### config.mk
export PLATFORM = sky130hd
export DESIGN_NAME = zigzag_diagonal_reorder
export DESIGN_NICKNAME = d
export VERILOG_FILES = /design/src/rtl/zzdr_pkg.sv /design/src/rtl/zzdr_ctrl.sv /design/src/rtl/zzdr_datapath.sv /design/src/rtl/zigzag_diagonal_reorder.sv
export SDC_FILE = /design/constraint.sdc
export NUM_CORES = 2
export LEC_CHECK = 0
export ABC_CLOCK_PERIOD_IN_PS = 19810
export BUFFER_PORTS_ARGS = -buffer_cell sky130_fd_sc_hd__buf_2
export CELL_PAD_IN_SITES_DETAIL_PLACEMENT = 1
export CELL_PAD_IN_SITES_GLOBAL_PLACEMENT = 2
export CORE_MARGIN = 8
export CORE_UTILIZATION = 50
export CTS_BUF_LIST = sky130_fd_sc_hd__clkbuf_2 sky130_fd_sc_hd__clkbuf_4 sky130_fd_sc_hd__clkbuf_8
export DETAILED_ROUTE_END_ITERATION = 10
export PLACE_DENSITY_LB_ADDON = 0.25
export SETUP_SLACK_MARGIN = 0.05
export SYNTH_ARGS = -nofsm -noshare
export SYNTH_HDL_FRONTEND = slang
export SYNTH_SLANG_ARGS = --single-unit
### constraint.sdc
create_clock -name clk_i -period 19.81 [get_ports clk_i]
set_input_delay 2.9715 -clock clk_i [delete_from_list [all_inputs] [get_ports clk_i]]
set_output_delay 2.9715 -clock clk_i [all_outputs]
set_load 0.01 [all_outputs]
### src/rtl/zzdr_pkg.sv
// zzdr_pkg: shared constants and types for the zigzag diagonal reorder block
// no dependencies; used by zzdr_ctrl, zzdr_datapath and zigzag_diagonal_reorder
`timescale 1ns / 1ps

package zzdr_pkg;

  localparam int MAX_ROWS   = 8;
  localparam int MAX_COLS   = 8;
  localparam int DATA_WIDTH = 32;

  localparam int DEPTH  = MAX_ROWS * MAX_COLS;
  localparam int ADDR_W = $clog2(DEPTH);
  localparam int CNT_W  = $clog2(DEPTH + 1);
  localparam int ROW_W  = 3;
  localparam int COL_W  = 3;
  localparam int CFG_W  = 4;
  localparam int IDX_W  = 2;

  localparam logic [CFG_W-1:0] ROWS_MAX  = CFG_W'(MAX_ROWS);
  localparam logic [CFG_W-1:0] COLS_MAX  = CFG_W'(MAX_COLS);
  localparam logic [CFG_W-1:0] CFG_RESET = CFG_W'(8);

  // configuration register indexes
  localparam logic [IDX_W-1:0] REG_ROW_COUNT = IDX_W'(0);
  localparam logic [IDX_W-1:0] REG_COL_COUNT = IDX_W'(1);

  typedef enum logic [1:0] {
    ST_LOAD = 2'b01,
    ST_EMIT = 2'b10
  } state_e;

  typedef struct packed {
    logic load;   // element word accepted
    logic issue;  // read next element of the walk into the output register
  } cmd_t;

  typedef struct packed {
    logic load_done;  // this load completes the matrix
    logic at_last;    // walker sits on the final element
  } status_t;

endpackage

### src/rtl/zzdr_ctrl.sv
// zzdr_ctrl: load / emit state machine and output valid flag
// depends on zzdr_pkg
`timescale 1ns / 1ps

module zzdr_ctrl (
  input  logic              clk_i,
  input  logic              rst_ni,
  input  logic              in_valid_i,
  output logic              in_ready_o,
  output logic              out_valid_o,
  input  logic              out_ready_i,
  input  zzdr_pkg::status_t sts_i,
  output zzdr_pkg::cmd_t    cmd_o
);

  zzdr_pkg::state_e state_q, state_d;
  logic             out_valid_q, out_valid_d;
  logic             issue;

  assign in_ready_o  = (state_q == zzdr_pkg::ST_LOAD);
  assign out_valid_o = out_valid_q;

  // output register is free when empty or being taken this cycle
  assign issue = (state_q == zzdr_pkg::ST_EMIT) && (!out_valid_q || out_ready_i);

  assign cmd_o.load  = in_valid_i && in_ready_o;
  assign cmd_o.issue = issue;

  always_comb begin
    state_d = state_q;
    unique case (state_q)
      zzdr_pkg::ST_LOAD: begin
        if (cmd_o.load && sts_i.load_done) state_d = zzdr_pkg::ST_EMIT;
      end
      zzdr_pkg::ST_EMIT: begin
        if (issue && sts_i.at_last) state_d = zzdr_pkg::ST_LOAD;
      end
      default: state_d = zzdr_pkg::ST_LOAD;
    endcase
  end

  always_comb begin
    out_valid_d = out_valid_q;
    if (issue) out_valid_d = 1'b1;
    else if (out_ready_i) out_valid_d = 1'b0;
  end

  always_ff @(posedge clk_i or negedge rst_ni) begin
    if (!rst_ni) begin
      state_q     <= zzdr_pkg::ST_LOAD;
      out_valid_q <= 1'b0;
    end else begin
      state_q     <= state_d;
      out_valid_q <= out_valid_d;
    end
  end

endmodule

### src/rtl/zzdr_datapath.sv
// zzdr_datapath: element store, load counter, diagonal walker and output registers
// depends on zzdr_pkg
`timescale 1ns / 1ps

module zzdr_datapath (
  input  logic                                  clk_i,
  input  logic                                  rst_ni,
  input  logic                                  cfg_we_i,
  input  logic [zzdr_pkg::IDX_W-1:0]            cfg_index_i,
  input  logic [zzdr_pkg::CFG_W-1:0]            cfg_data_i,
  input  logic signed [zzdr_pkg::DATA_WIDTH-1:0] element_value_i,
  input  zzdr_pkg::cmd_t                        cmd_i,
  output zzdr_pkg::status_t                     sts_o,
  output logic signed [zzdr_pkg::DATA_WIDTH-1:0] out_value_o,
  output logic [zzdr_pkg::ROW_W-1:0]            row_index_o,
  output logic [zzdr_pkg::COL_W-1:0]            col_index_o,
  output logic                                  last_of_run_o
);

  logic [zzdr_pkg::DATA_WIDTH-1:0] mem [zzdr_pkg::DEPTH];

  logic [zzdr_pkg::CFG_W-1:0]  row_cfg_q, col_cfg_q;
  logic [zzdr_pkg::CFG_W-1:0]  rows_eff, cols_eff;
  logic [zzdr_pkg::CNT_W-1:0]  total, loaded_q, loaded_d, loaded_inc;
  logic [zzdr_pkg::CNT_W-1:0]  k_q, k_d;
  logic [zzdr_pkg::ROW_W-1:0]  r_q, r_d;
  logic [zzdr_pkg::COL_W-1:0]  c_q, c_d;
  logic                        up_q, up_d;
  logic [zzdr_pkg::ADDR_W-1:0] rd_addr;
  logic [zzdr_pkg::CFG_W-1:0]  r_next, c_next;
  logic                        write_en;

  // zero size counts as one, oversize clamps to the store dimensions
  always_comb begin
    rows_eff = row_cfg_q;
    if (row_cfg_q == '0) rows_eff = zzdr_pkg::CFG_W'(1);
    else if (row_cfg_q > zzdr_pkg::ROWS_MAX) rows_eff = zzdr_pkg::ROWS_MAX;
    cols_eff = col_cfg_q;
    if (col_cfg_q == '0) cols_eff = zzdr_pkg::CFG_W'(1);
    else if (col_cfg_q > zzdr_pkg::COLS_MAX) cols_eff = zzdr_pkg::COLS_MAX;
  end

  assign total = zzdr_pkg::CNT_W'(rows_eff) * zzdr_pkg::CNT_W'(cols_eff);
  assign loaded_inc = loaded_q + zzdr_pkg::CNT_W'(1);

  // after a shrink the count may already cover the matrix: word is dropped
  assign write_en = cmd_i.load && (loaded_q < total);

  assign sts_o.load_done = (loaded_inc >= total);
  assign sts_o.at_last   = (k_q == total - zzdr_pkg::CNT_W'(1));

  assign rd_addr = zzdr_pkg::ADDR_W'(r_q) * zzdr_pkg::ADDR_W'(cols_eff)
                 + zzdr_pkg::ADDR_W'(c_q);

  assign r_next = zzdr_pkg::CFG_W'(r_q) + zzdr_pkg::CFG_W'(1);
  assign c_next = zzdr_pkg::CFG_W'(c_q) + zzdr_pkg::CFG_W'(1);

  always_comb begin
    loaded_d = loaded_q;
    k_d      = k_q;
    r_d      = r_q;
    c_d      = c_q;
    up_d     = up_q;
    if (cmd_i.load) begin
      if (sts_o.load_done) begin
        loaded_d = '0;
        k_d      = '0;
        r_d      = '0;
        c_d      = '0;
        up_d     = 1'b1;
      end else begin
        loaded_d = loaded_inc;
      end
    end else if (cmd_i.issue) begin
      k_d = k_q + zzdr_pkg::CNT_W'(1);
      if (up_q) begin
        // right edge checked before top edge
        if (c_next >= cols_eff) begin
          r_d  = r_q + zzdr_pkg::ROW_W'(1);
          up_d = 1'b0;
        end else if (r_q == '0) begin
          c_d  = c_q + zzdr_pkg::COL_W'(1);
          up_d = 1'b0;
        end else begin
          r_d = r_q - zzdr_pkg::ROW_W'(1);
          c_d = c_q + zzdr_pkg::COL_W'(1);
        end
      end else begin
        // bottom edge checked before left edge
        if (r_next >= rows_eff) begin
          c_d  = c_q + zzdr_pkg::COL_W'(1);
          up_d = 1'b1;
        end else if (c_q == '0) begin
          r_d  = r_q + zzdr_pkg::ROW_W'(1);
          up_d = 1'b1;
        end else begin
          r_d = r_q + zzdr_pkg::ROW_W'(1);
          c_d = c_q - zzdr_pkg::COL_W'(1);
        end
      end
    end
  end

  always_ff @(posedge clk_i or negedge rst_ni) begin
    if (!rst_ni) begin
      row_cfg_q <= zzdr_pkg::CFG_RESET;
      col_cfg_q <= zzdr_pkg::CFG_RESET;
      loaded_q  <= '0;
      k_q       <= '0;
      r_q       <= '0;
      c_q       <= '0;
      up_q      <= 1'b1;
    end else begin
      if (cfg_we_i) begin
        unique case (cfg_index_i)
          zzdr_pkg::REG_ROW_COUNT: row_cfg_q <= cfg_data_i;
          zzdr_pkg::REG_COL_COUNT: col_cfg_q <= cfg_data_i;
          default: ;
        endcase
      end
      loaded_q <= loaded_d;
      k_q      <= k_d;
      r_q      <= r_d;
      c_q      <= c_d;
      up_q     <= up_d;
    end
  end

  always_ff @(posedge clk_i) begin
    if (write_en) mem[loaded_q[zzdr_pkg::ADDR_W-1:0]] <= element_value_i;
  end

  // registered read port doubles as the output payload register
  always_ff @(posedge clk_i) begin
    if (cmd_i.issue) begin
      out_value_o   <= mem[rd_addr];
      row_index_o   <= r_q;
      col_index_o   <= c_q;
      last_of_run_o <= sts_o.at_last;
    end
  end

endmodule

### src/rtl/zigzag_diagonal_reorder.sv
// zigzag_diagonal_reorder: loads one word per cycle in row-major order, then
// emits the matrix in zigzag diagonal order from the store's registered read
// port, one word per cycle while the output is not held. Once the last word is
// accepted, the state moves to emit, then the first result is registered and
// flagged valid. Reset clears control state, load count and sizes (8 x 8); the
// store is not cleared and holds garbage until written.
`timescale 1ns / 1ps

module zigzag_diagonal_reorder (
  input  logic                                  clk_i,
  input  logic                                  rst_ni,
  input  logic                                  cfg_valid_i,
  output logic                                  cfg_ready_o,
  input  logic [zzdr_pkg::IDX_W-1:0]            cfg_index_i,
  input  logic [zzdr_pkg::CFG_W-1:0]            cfg_data_i,
  input  logic                                  in_valid_i,
  output logic                                  in_ready_o,
  input  logic signed [zzdr_pkg::DATA_WIDTH-1:0] element_value_i,
  output logic                                  out_valid_o,
  input  logic                                  out_ready_i,
  output logic signed [zzdr_pkg::DATA_WIDTH-1:0] out_value_o,
  output logic [zzdr_pkg::ROW_W-1:0]            row_index_o,
  output logic [zzdr_pkg::COL_W-1:0]            col_index_o,
  output logic                                  last_of_run_o
);

  zzdr_pkg::cmd_t    cmd;
  zzdr_pkg::status_t sts;

  assign cfg_ready_o = 1'b1;

  zzdr_ctrl u_ctrl (
    .clk_i       (clk_i),
    .rst_ni      (rst_ni),
    .in_valid_i  (in_valid_i),
    .in_ready_o  (in_ready_o),
    .out_valid_o (out_valid_o),
    .out_ready_i (out_ready_i),
    .sts_i       (sts),
    .cmd_o       (cmd)
  );

  zzdr_datapath u_datapath (
    .clk_i           (clk_i),
    .rst_ni          (rst_ni),
    .cfg_we_i        (cfg_valid_i),
    .cfg_index_i     (cfg_index_i),
    .cfg_data_i      (cfg_data_i),
    .element_value_i (element_value_i),
    .cmd_i           (cmd),
    .sts_o           (sts),
    .out_value_o     (out_value_o),
    .row_index_o     (row_index_o),
    .col_index_o     (col_index_o),
    .last_of_run_o   (last_of_run_o)
  );

endmodule
After elaboration in Yosys (flattened, before gate mapping)
Memory sizes are Yosys's and may differ from the RTL's. A register that Yosys moved wholly into a read port is not among the register bits.
Cells that the tools add are included.
{ "op_classes": {"magnitude_cmp": 6, "n_reduce_logical": 20, "add_sub_neg": 10, "n_mux": 36, "n_mul": 2, "n_eq_ne": 11} }
{ "ops": {"columns": ["op", "n"], "rows": [
  ["$mux W3", 13],
  ["$mux W7", 4],
  ["$mux W4", 4],
  ["$add A7 B1 Y7 const B", 2],
  ["$mux W1", 12],
  ["$add A3 B1 Y4 const B", 2],
  ["$ge A4 B4 Y1", 2],
  ["$gt A4 B4 Y1 const B", 2],
  ["$logic_not A4 Y1", 2],
  ["$reduce_and A2 Y1", 4],
  ["$reduce_and A4 Y1", 2],
  ["$eq A7 B7 Y1", 1],
  ["$ge A7 B7 Y1", 1],
  ["$lt A7 B7 Y1", 1],
  ["$mul A4 B4 Y7", 1],
  ["$sub A7 B1 Y7 const B", 1],
  ["$add A3 B1 Y3 const B", 2],
  ["$add A6 B3 Y6", 1],
  ["$logic_not A3 Y1", 2],
  ["$mul A3 B4 Y6", 1],
  ["$sub A3 B1 Y3 const B", 2],
  ["$logic_and A1 B1 Y1", 5],
  ["$eq A2 B1 Y1 const B", 2],
  ["$mux W2", 2],
  ["12 further kinds", 14]
]} }
{ "totals": {"input_bits": 43, "ramBits": 2048, "ff_bits": 39, "output_inout_bits": 42, "word_cells": 98, "mem_count": 1} }
{ "memory_table": {"columns": ["memory", "words", "word_bits", "read_ports", "rd_clocked_by_memory_dff", "wr", "line", "rtl"], "rows": [
  ["u_datapath.mem", 64, 32, 1, 1, 1, "zzdr_datapath.sv:20", "logic [zzdr_pkg::DATA_WIDTH-1:0] mem [zzdr_pkg::DEPTH];"]
]} }

Logic depth before layout (Yosys ltp)
{ "logic_depth": {"ltp_word": 9, "ltp_mapped": 18, "ltp_nobuf": 16} }

Modules after synthesis
Synthesis repeated with hierarchy kept, for this count alone.
{ "hier_totals": {"cells_unflattened": 3673, "area_unflattened_um2": 82481.6} }
{ "modules_own_cells": {"columns": ["mod", "instances", "seq_area_each_um2", "cells_each", "area_per_inst_um2"], "rows": [
  ["zzdr_datapath", 1, 63399.6, 3658, 82317.7],
  ["zzdr_ctrl", 1, 76.3, 13, 152.6],
  ["zigzag_diagonal_reorder", 1, 0.0, 2, 11.3]
]} }

Worst setup path after synthesis
Ideal clock, no wire load.
{ "synth_path": {"path_kind": "register to register", "start": "register u_datapath.col_cfg_q[3] in the netlist's numbering", "end": "memory u_datapath.mem[26][0] in the netlist's numbering (enable)", "setup_slack_ns": 13.047, "n_path_buf": 2, "setup_ns": 0.461, "path_stages_with_launch": 15, "t_arrival_ns": 6.302, "required_time_ns": 19.349, "period_less_slack_ns": 6.763, "path_cell_list": "dfstp_2 > buf_2 > clkinv_1 > nand2_1 > nor2_1 > fa_1 > fa_1 > fa_1 > xnor2_1 > ha_1 > o21a_1 > o221ai_2 > nand4b_1 > buf_2 > nor3_1"} }
{ "synth_via": {"elab_chain_cells": 8, "elab_cells_between_ends": 9, "cone_classes": "mul (1); order compare (2); mux (4); reduce/logical (2)"} }
{ "synth_lines": {"columns": ["element", "line", "rtl"], "rows": [
  ["start: declaration", "zzdr_datapath.sv:22", "logic [zzdr_pkg::CFG_W-1:0] row_cfg_q, col_cfg_q;"],
  ["start signal: assignment", "zzdr_datapath.sv:107", "col_cfg_q <= zzdr_pkg::CFG_RESET;"],
  ["start signal: assignment", "zzdr_datapath.sv:117", "zzdr_pkg::REG_COL_COUNT: col_cfg_q <= cfg_data_i;"],
  ["$gt A4 B4 Y1", "zzdr_datapath.sv:40", "else if (col_cfg_q > zzdr_pkg::COLS_MAX) cols_eff = zzdr_pkg::COLS_MAX;"],
  ["$mux W4", "zzdr_datapath.sv:40", null],
  ["$mux W4 (*)", "zzdr_datapath.sv:39", "if (col_cfg_q == '0) cols_eff = zzdr_pkg::CFG_W'(1);"],
  ["$mul A4 B4 Y7 (*)", "zzdr_datapath.sv:43", "assign total = zzdr_pkg::CNT_W'(rows_eff) * zzdr_pkg::CNT_W'(cols_eff);"],
  ["$lt A7 B7 Y1 (*)", "zzdr_datapath.sv:47", "assign write_en = cmd_i.load && (loaded_q < total);"],
  ["$logic_and A1 B1 Y1 (*)", "zzdr_datapath.sv:47", null],
  ["$mux W1 (*)", "zzdr_datapath.sv:130", "if (write_en) mem[loaded_q[zzdr_pkg::ADDR_W-1:0]] <= element_value_i;"],
  ["$mux W1 (implied by the code) (*)", "zzdr_datapath.sv:130", null],
  ["end: declaration", "zzdr_datapath.sv:20", null]
]} }
Every way passes the cells marked *; elsewhere a longest branch is shown, timed or not.

Worst setup path in the final report
{ "layout_path": {"start": "register u_datapath.col_cfg_q[3] in the netlist's numbering", "end": "register u_datapath.out_value_o[15] in the netlist's numbering (read register of u_datapath.mem), data pin"} }
{ "layout_via": {"elab_chain_cells": 5, "elab_cells_between_ends": 6, "cone_classes": "add/sub (1); mul (1); order compare (1); mux (2); reduce/logical (1)"} }
{ "layout_lines": {"columns": ["element", "line", "rtl"], "rows": [
  ["$gt A4 B4 Y1", "zzdr_datapath.sv:40", null],
  ["$mux W4", "zzdr_datapath.sv:40", null],
  ["$mux W4 (*)", "zzdr_datapath.sv:39", null],
  ["$mul A3 B4 Y6 (*)", "zzdr_datapath.sv:52", "assign rd_addr = zzdr_pkg::ADDR_W'(r_q) * zzdr_pkg::ADDR_W'(cols_eff)"],
  ["$add A6 B3 Y6 (*)", "zzdr_datapath.sv:53", "+ zzdr_pkg::ADDR_W'(c_q);"],
  ["end: declaration", "zzdr_datapath.sv:14", "output logic signed [zzdr_pkg::DATA_WIDTH-1:0] out_value_o,"]
]} }
Marks and branches as above.
A chain may end at the register's enable or synchronous reset.

==> results.toml <==
[floorplanning]
initial_core_util_pct = 50.2
dieArea_sq_um = 178000
die_y_um = 422
fp-row-count = 149
die_x_um = 422
coreArea_sq_um = 164000
boundaryPins = 85

[setup_path]
cp-start-kind = "flip-flop"
crit_family = "adder cells"
critical_path_class = "flip-flop to flip-flop"
crit_chain = "clkinv_1 -> nand2_1 -> nor2_1 -> fa_1 -> inv_1 -> fa_1 -> fa_4 -> buf_4 -> buf_4 -> mux4_2 -> nor2b_1 -> a211oi_1 -> a211oi_1 -> a211oi_1 -> nor3_1"
worst-r2r-cell-count = 15
ff2ff_setup_slack_ns = 12.61
cp_max_fo = 44
crit_slowest_cell = "a211oi_1"
required_ns = 20.55
cpMostUsedCell = "a211oi_1"
r2r_start = "u_datapath.col_cfg_q[3]$_DFFE_PN1P_"
cp-startpoint = "u_datapath.col_cfg_q[3]$_DFFE_PN1P_"
rr_endpoint = "u_datapath.out_value_o[15]$_DFFE_PP_"
critical_path_buf_inv_count = 4
critical_path_arrival_ns = 7.94
crit_path_max_incr_delay_ns = 1.02
end_kind = "flip-flop"

[sta]
hold_viol_final = 0
skew_ns = 0.0583
report.final.slew_viol_count = 0
worst_slew_pin_slew_ns = 1.35
fin_crit_ns = 7.20
tns_ns = 0
slew_headroom_pct = 9.35
setup_viol = 0
layout_setup_ws_ns = 12.61
min_period_over_period_pct = 36.4
max_freq_mhz = 139
rsz0062_at_grt = "false"

[clocking]
cts_buffers = 355
insertion_delay_ns = 1.05
cts_num_sinks = 2119
cts_max_path_buffers = 4
cts_hold_buf = 0
cts_tree = "done"
postCtsSetupBuffers = 0
htreeDepth = 5
cts.repair.resized = 0
root_buffer = "clkbuf_8"
clk_pin_slew_ns = 0.06

[synth]
syn_avg_cell_area_sq_um = 21.3
synth_area_leaders = "edfxtp_1, mux4_2, nand2_1, dfrtp_1, nand3_1"
synth_flop_cell = "edfxtp_1"
synth_top_area_cell = "edfxtp_1"
syn_nets = 3973
synth.yosys.seq_area_share_pct = 77.0
synth_top_area_share_pct = 76.0
async_reset_ff_share_pct = 1.51
synth_edf_count = 2087
synthCells = 3873
yosysWarnings = 0
syn_area_sq_um = 82500
synth_cell_type_count = 62
synth-seq-cells = 2119

[worst_hold_path]
hold_class = "flip-flop to flip-flop"
holdCritStartpoint = "u_datapath.col_cfg_q[0]$_DFFE_PN0P_"
hold_end = "u_datapath.col_cfg_q[0]$_DFFE_PN0P_"
holdPathStages = 1

[detailed_routing]
wl_per_cell_um = 33.7
viasPerCell = 6.25
drt_iter0_drc = 4639
drtAntennaViolNets = 0
firstDrtPassIters = 5
drc = 0
wl_um = 225000
vias = 41637

[layout]
final_common_cell = "edfxtp_1"
final_cell_mix = "edfxtp_1, mux4_2, clkbuf_8"
drive_gt1_share_pct = 30.7
final_nets = 4328
area_growth_pct = 12.5

[power_and_ir_drop]
p_per_area_nw_per_um2 = 150
peakVddDrop_mv = 0.179
leakage_uw = 0.0297

[status]
status = "finished, final reports clean"

[place]
preCtsSetupSlack_ns = 12.60
gp_congestion = 0.766
dp_hpwl_um = 112000
portBuffers = 83

[grt]
grt_first_pass_wirelength_um = 316000
gr-total-overflow = 0
antenna_found_initial = 12
grt.total_usage_pct = 24.8
grt_max_degree = 125
grt_pass1_vias = 43479

[flow_run]
drv_cap = 0
## through the flow
stage / power [uW] / utilization, % / cell area, sq um / hold slack [ns] / cells
detailed placement: 10400 / 52.4 / 86200 / 0.498 / 6060
floorplan: 8740 / - / 82500 / 0.445 / 3873
finish: 13900 / 56.4 / 92800 / 0.512 / 6664
global route: 14500 / 56.4 / 92800 / 0.535 / 6661
global placement: 10300 / 52.4 / 86200 / 0.487 / 6060
CTS: 14100 / 56.4 / 92800 / 0.512 / 6660
## metal layers
layer  share of wire [%]  track usage, %  vias up
met5              0.0058               0        -
met4                 3.0            7.89        2
met3                 8.2            5.66      371
met2                  48            39.5     1904
met1                  41            34.5    22624
li1                    -               -    16736
## cells in the mapped netlist, types with 4 or more instances
library cell,number
a21oi_1,33
xnor2_1,17
a32o_1,6
o21ai_0,23
nand3_1,138
nor3_1,77
ha_1,49
dfrtp_1,28
nor2_1,118
mux2_2,13
a31oi_1,5
dfstp_2,4
edfxtp_1,2087
a211oi_1,25
inv_1,19
nand2_1,313
nand2b_1,9
and3_1,7
xor2_1,15
nand4_1,28
buf_1,18
a21o_1,6
mux2i_1,21
nand3b_1,5
buf_4,15
clkbuf_1,83
mux4_2,554
nor2b_1,13
fa_1,8
o21a_1,8
buf_2,82
## sequential cells by signal, indices dropped and copies added, names as in the netlist
signal,cells
u_datapath.loaded_q,7
u_datapath.row_cfg_q,4
u_ctrl.out_valid_o,1
u_datapath.col_cfg_q,4
u_datapath.c_q,3
u_datapath.col_index_o,3
u_datapath.k_q,7
u_datapath.last_of_run_o,1
u_datapath.up_q,1
u_datapath.row_index_o,3
u_datapath.r_q,3
u_datapath.out_value_o,32
u_datapath.mem,2048
u_ctrl.state_q,2
## cell type report
class	instances	area, sq um
clock inverters	125	734
repair buffers	197	1330
inverters	21	78.8
well taps	2189	2740
fillers	14131	71600
diodes	4	10.0
flip-flops and latches	2119	63500
multi-input cells	1534	18600
clock buffers	475	5860
## report_power, final
part | switching, uW | internal [uW] | total, uW
Sequential | 45.5 | 5080 | 5130
Combinational | 2940 | 2160 | 5110
Clock | 1690 | 2010 | 3700
Total | 4680 | 9260 | 13900
## worst max path at each step
stage / slack [ns] / to / depth (start not counted)
finish: 12.61 / u_datapath.out_value_o[15]$_DFFE_PP_ / 15
global route: 12.36 / u_datapath.out_value_o[15]$_DFFE_PP_ / 15
CTS: 12.60 / u_datapath.out_value_o[15]$_DFFE_PP_ / 15
detailed placement: 12.60 / u_datapath.out_value_o[15]$_DFFE_PP_ / 15
global placement: 12.67 / u_datapath.out_value_o[15]$_DFFE_PP_ / 15
floorplan: 13.05 / u_datapath.mem[26][0]$_DFFE_PP_ / 14
## cells by family (layout without fill, tap and decap cells)
kind of cell,after synthesis,in the layout,synth area share [%]
adders and majority gates,58,58,0.951
AOI/OAI and AO/OA,129,129,1.05
xor gates and xnor gates,33,33,0.360
other,1,5,0.00455
buffers and inverters,220,818,1.20
and+or+nand+nor,725,725,3.89
muxes,588,588,15.6
DFF,2119,2119,77.0
Power figures use the tool's default switching activity.
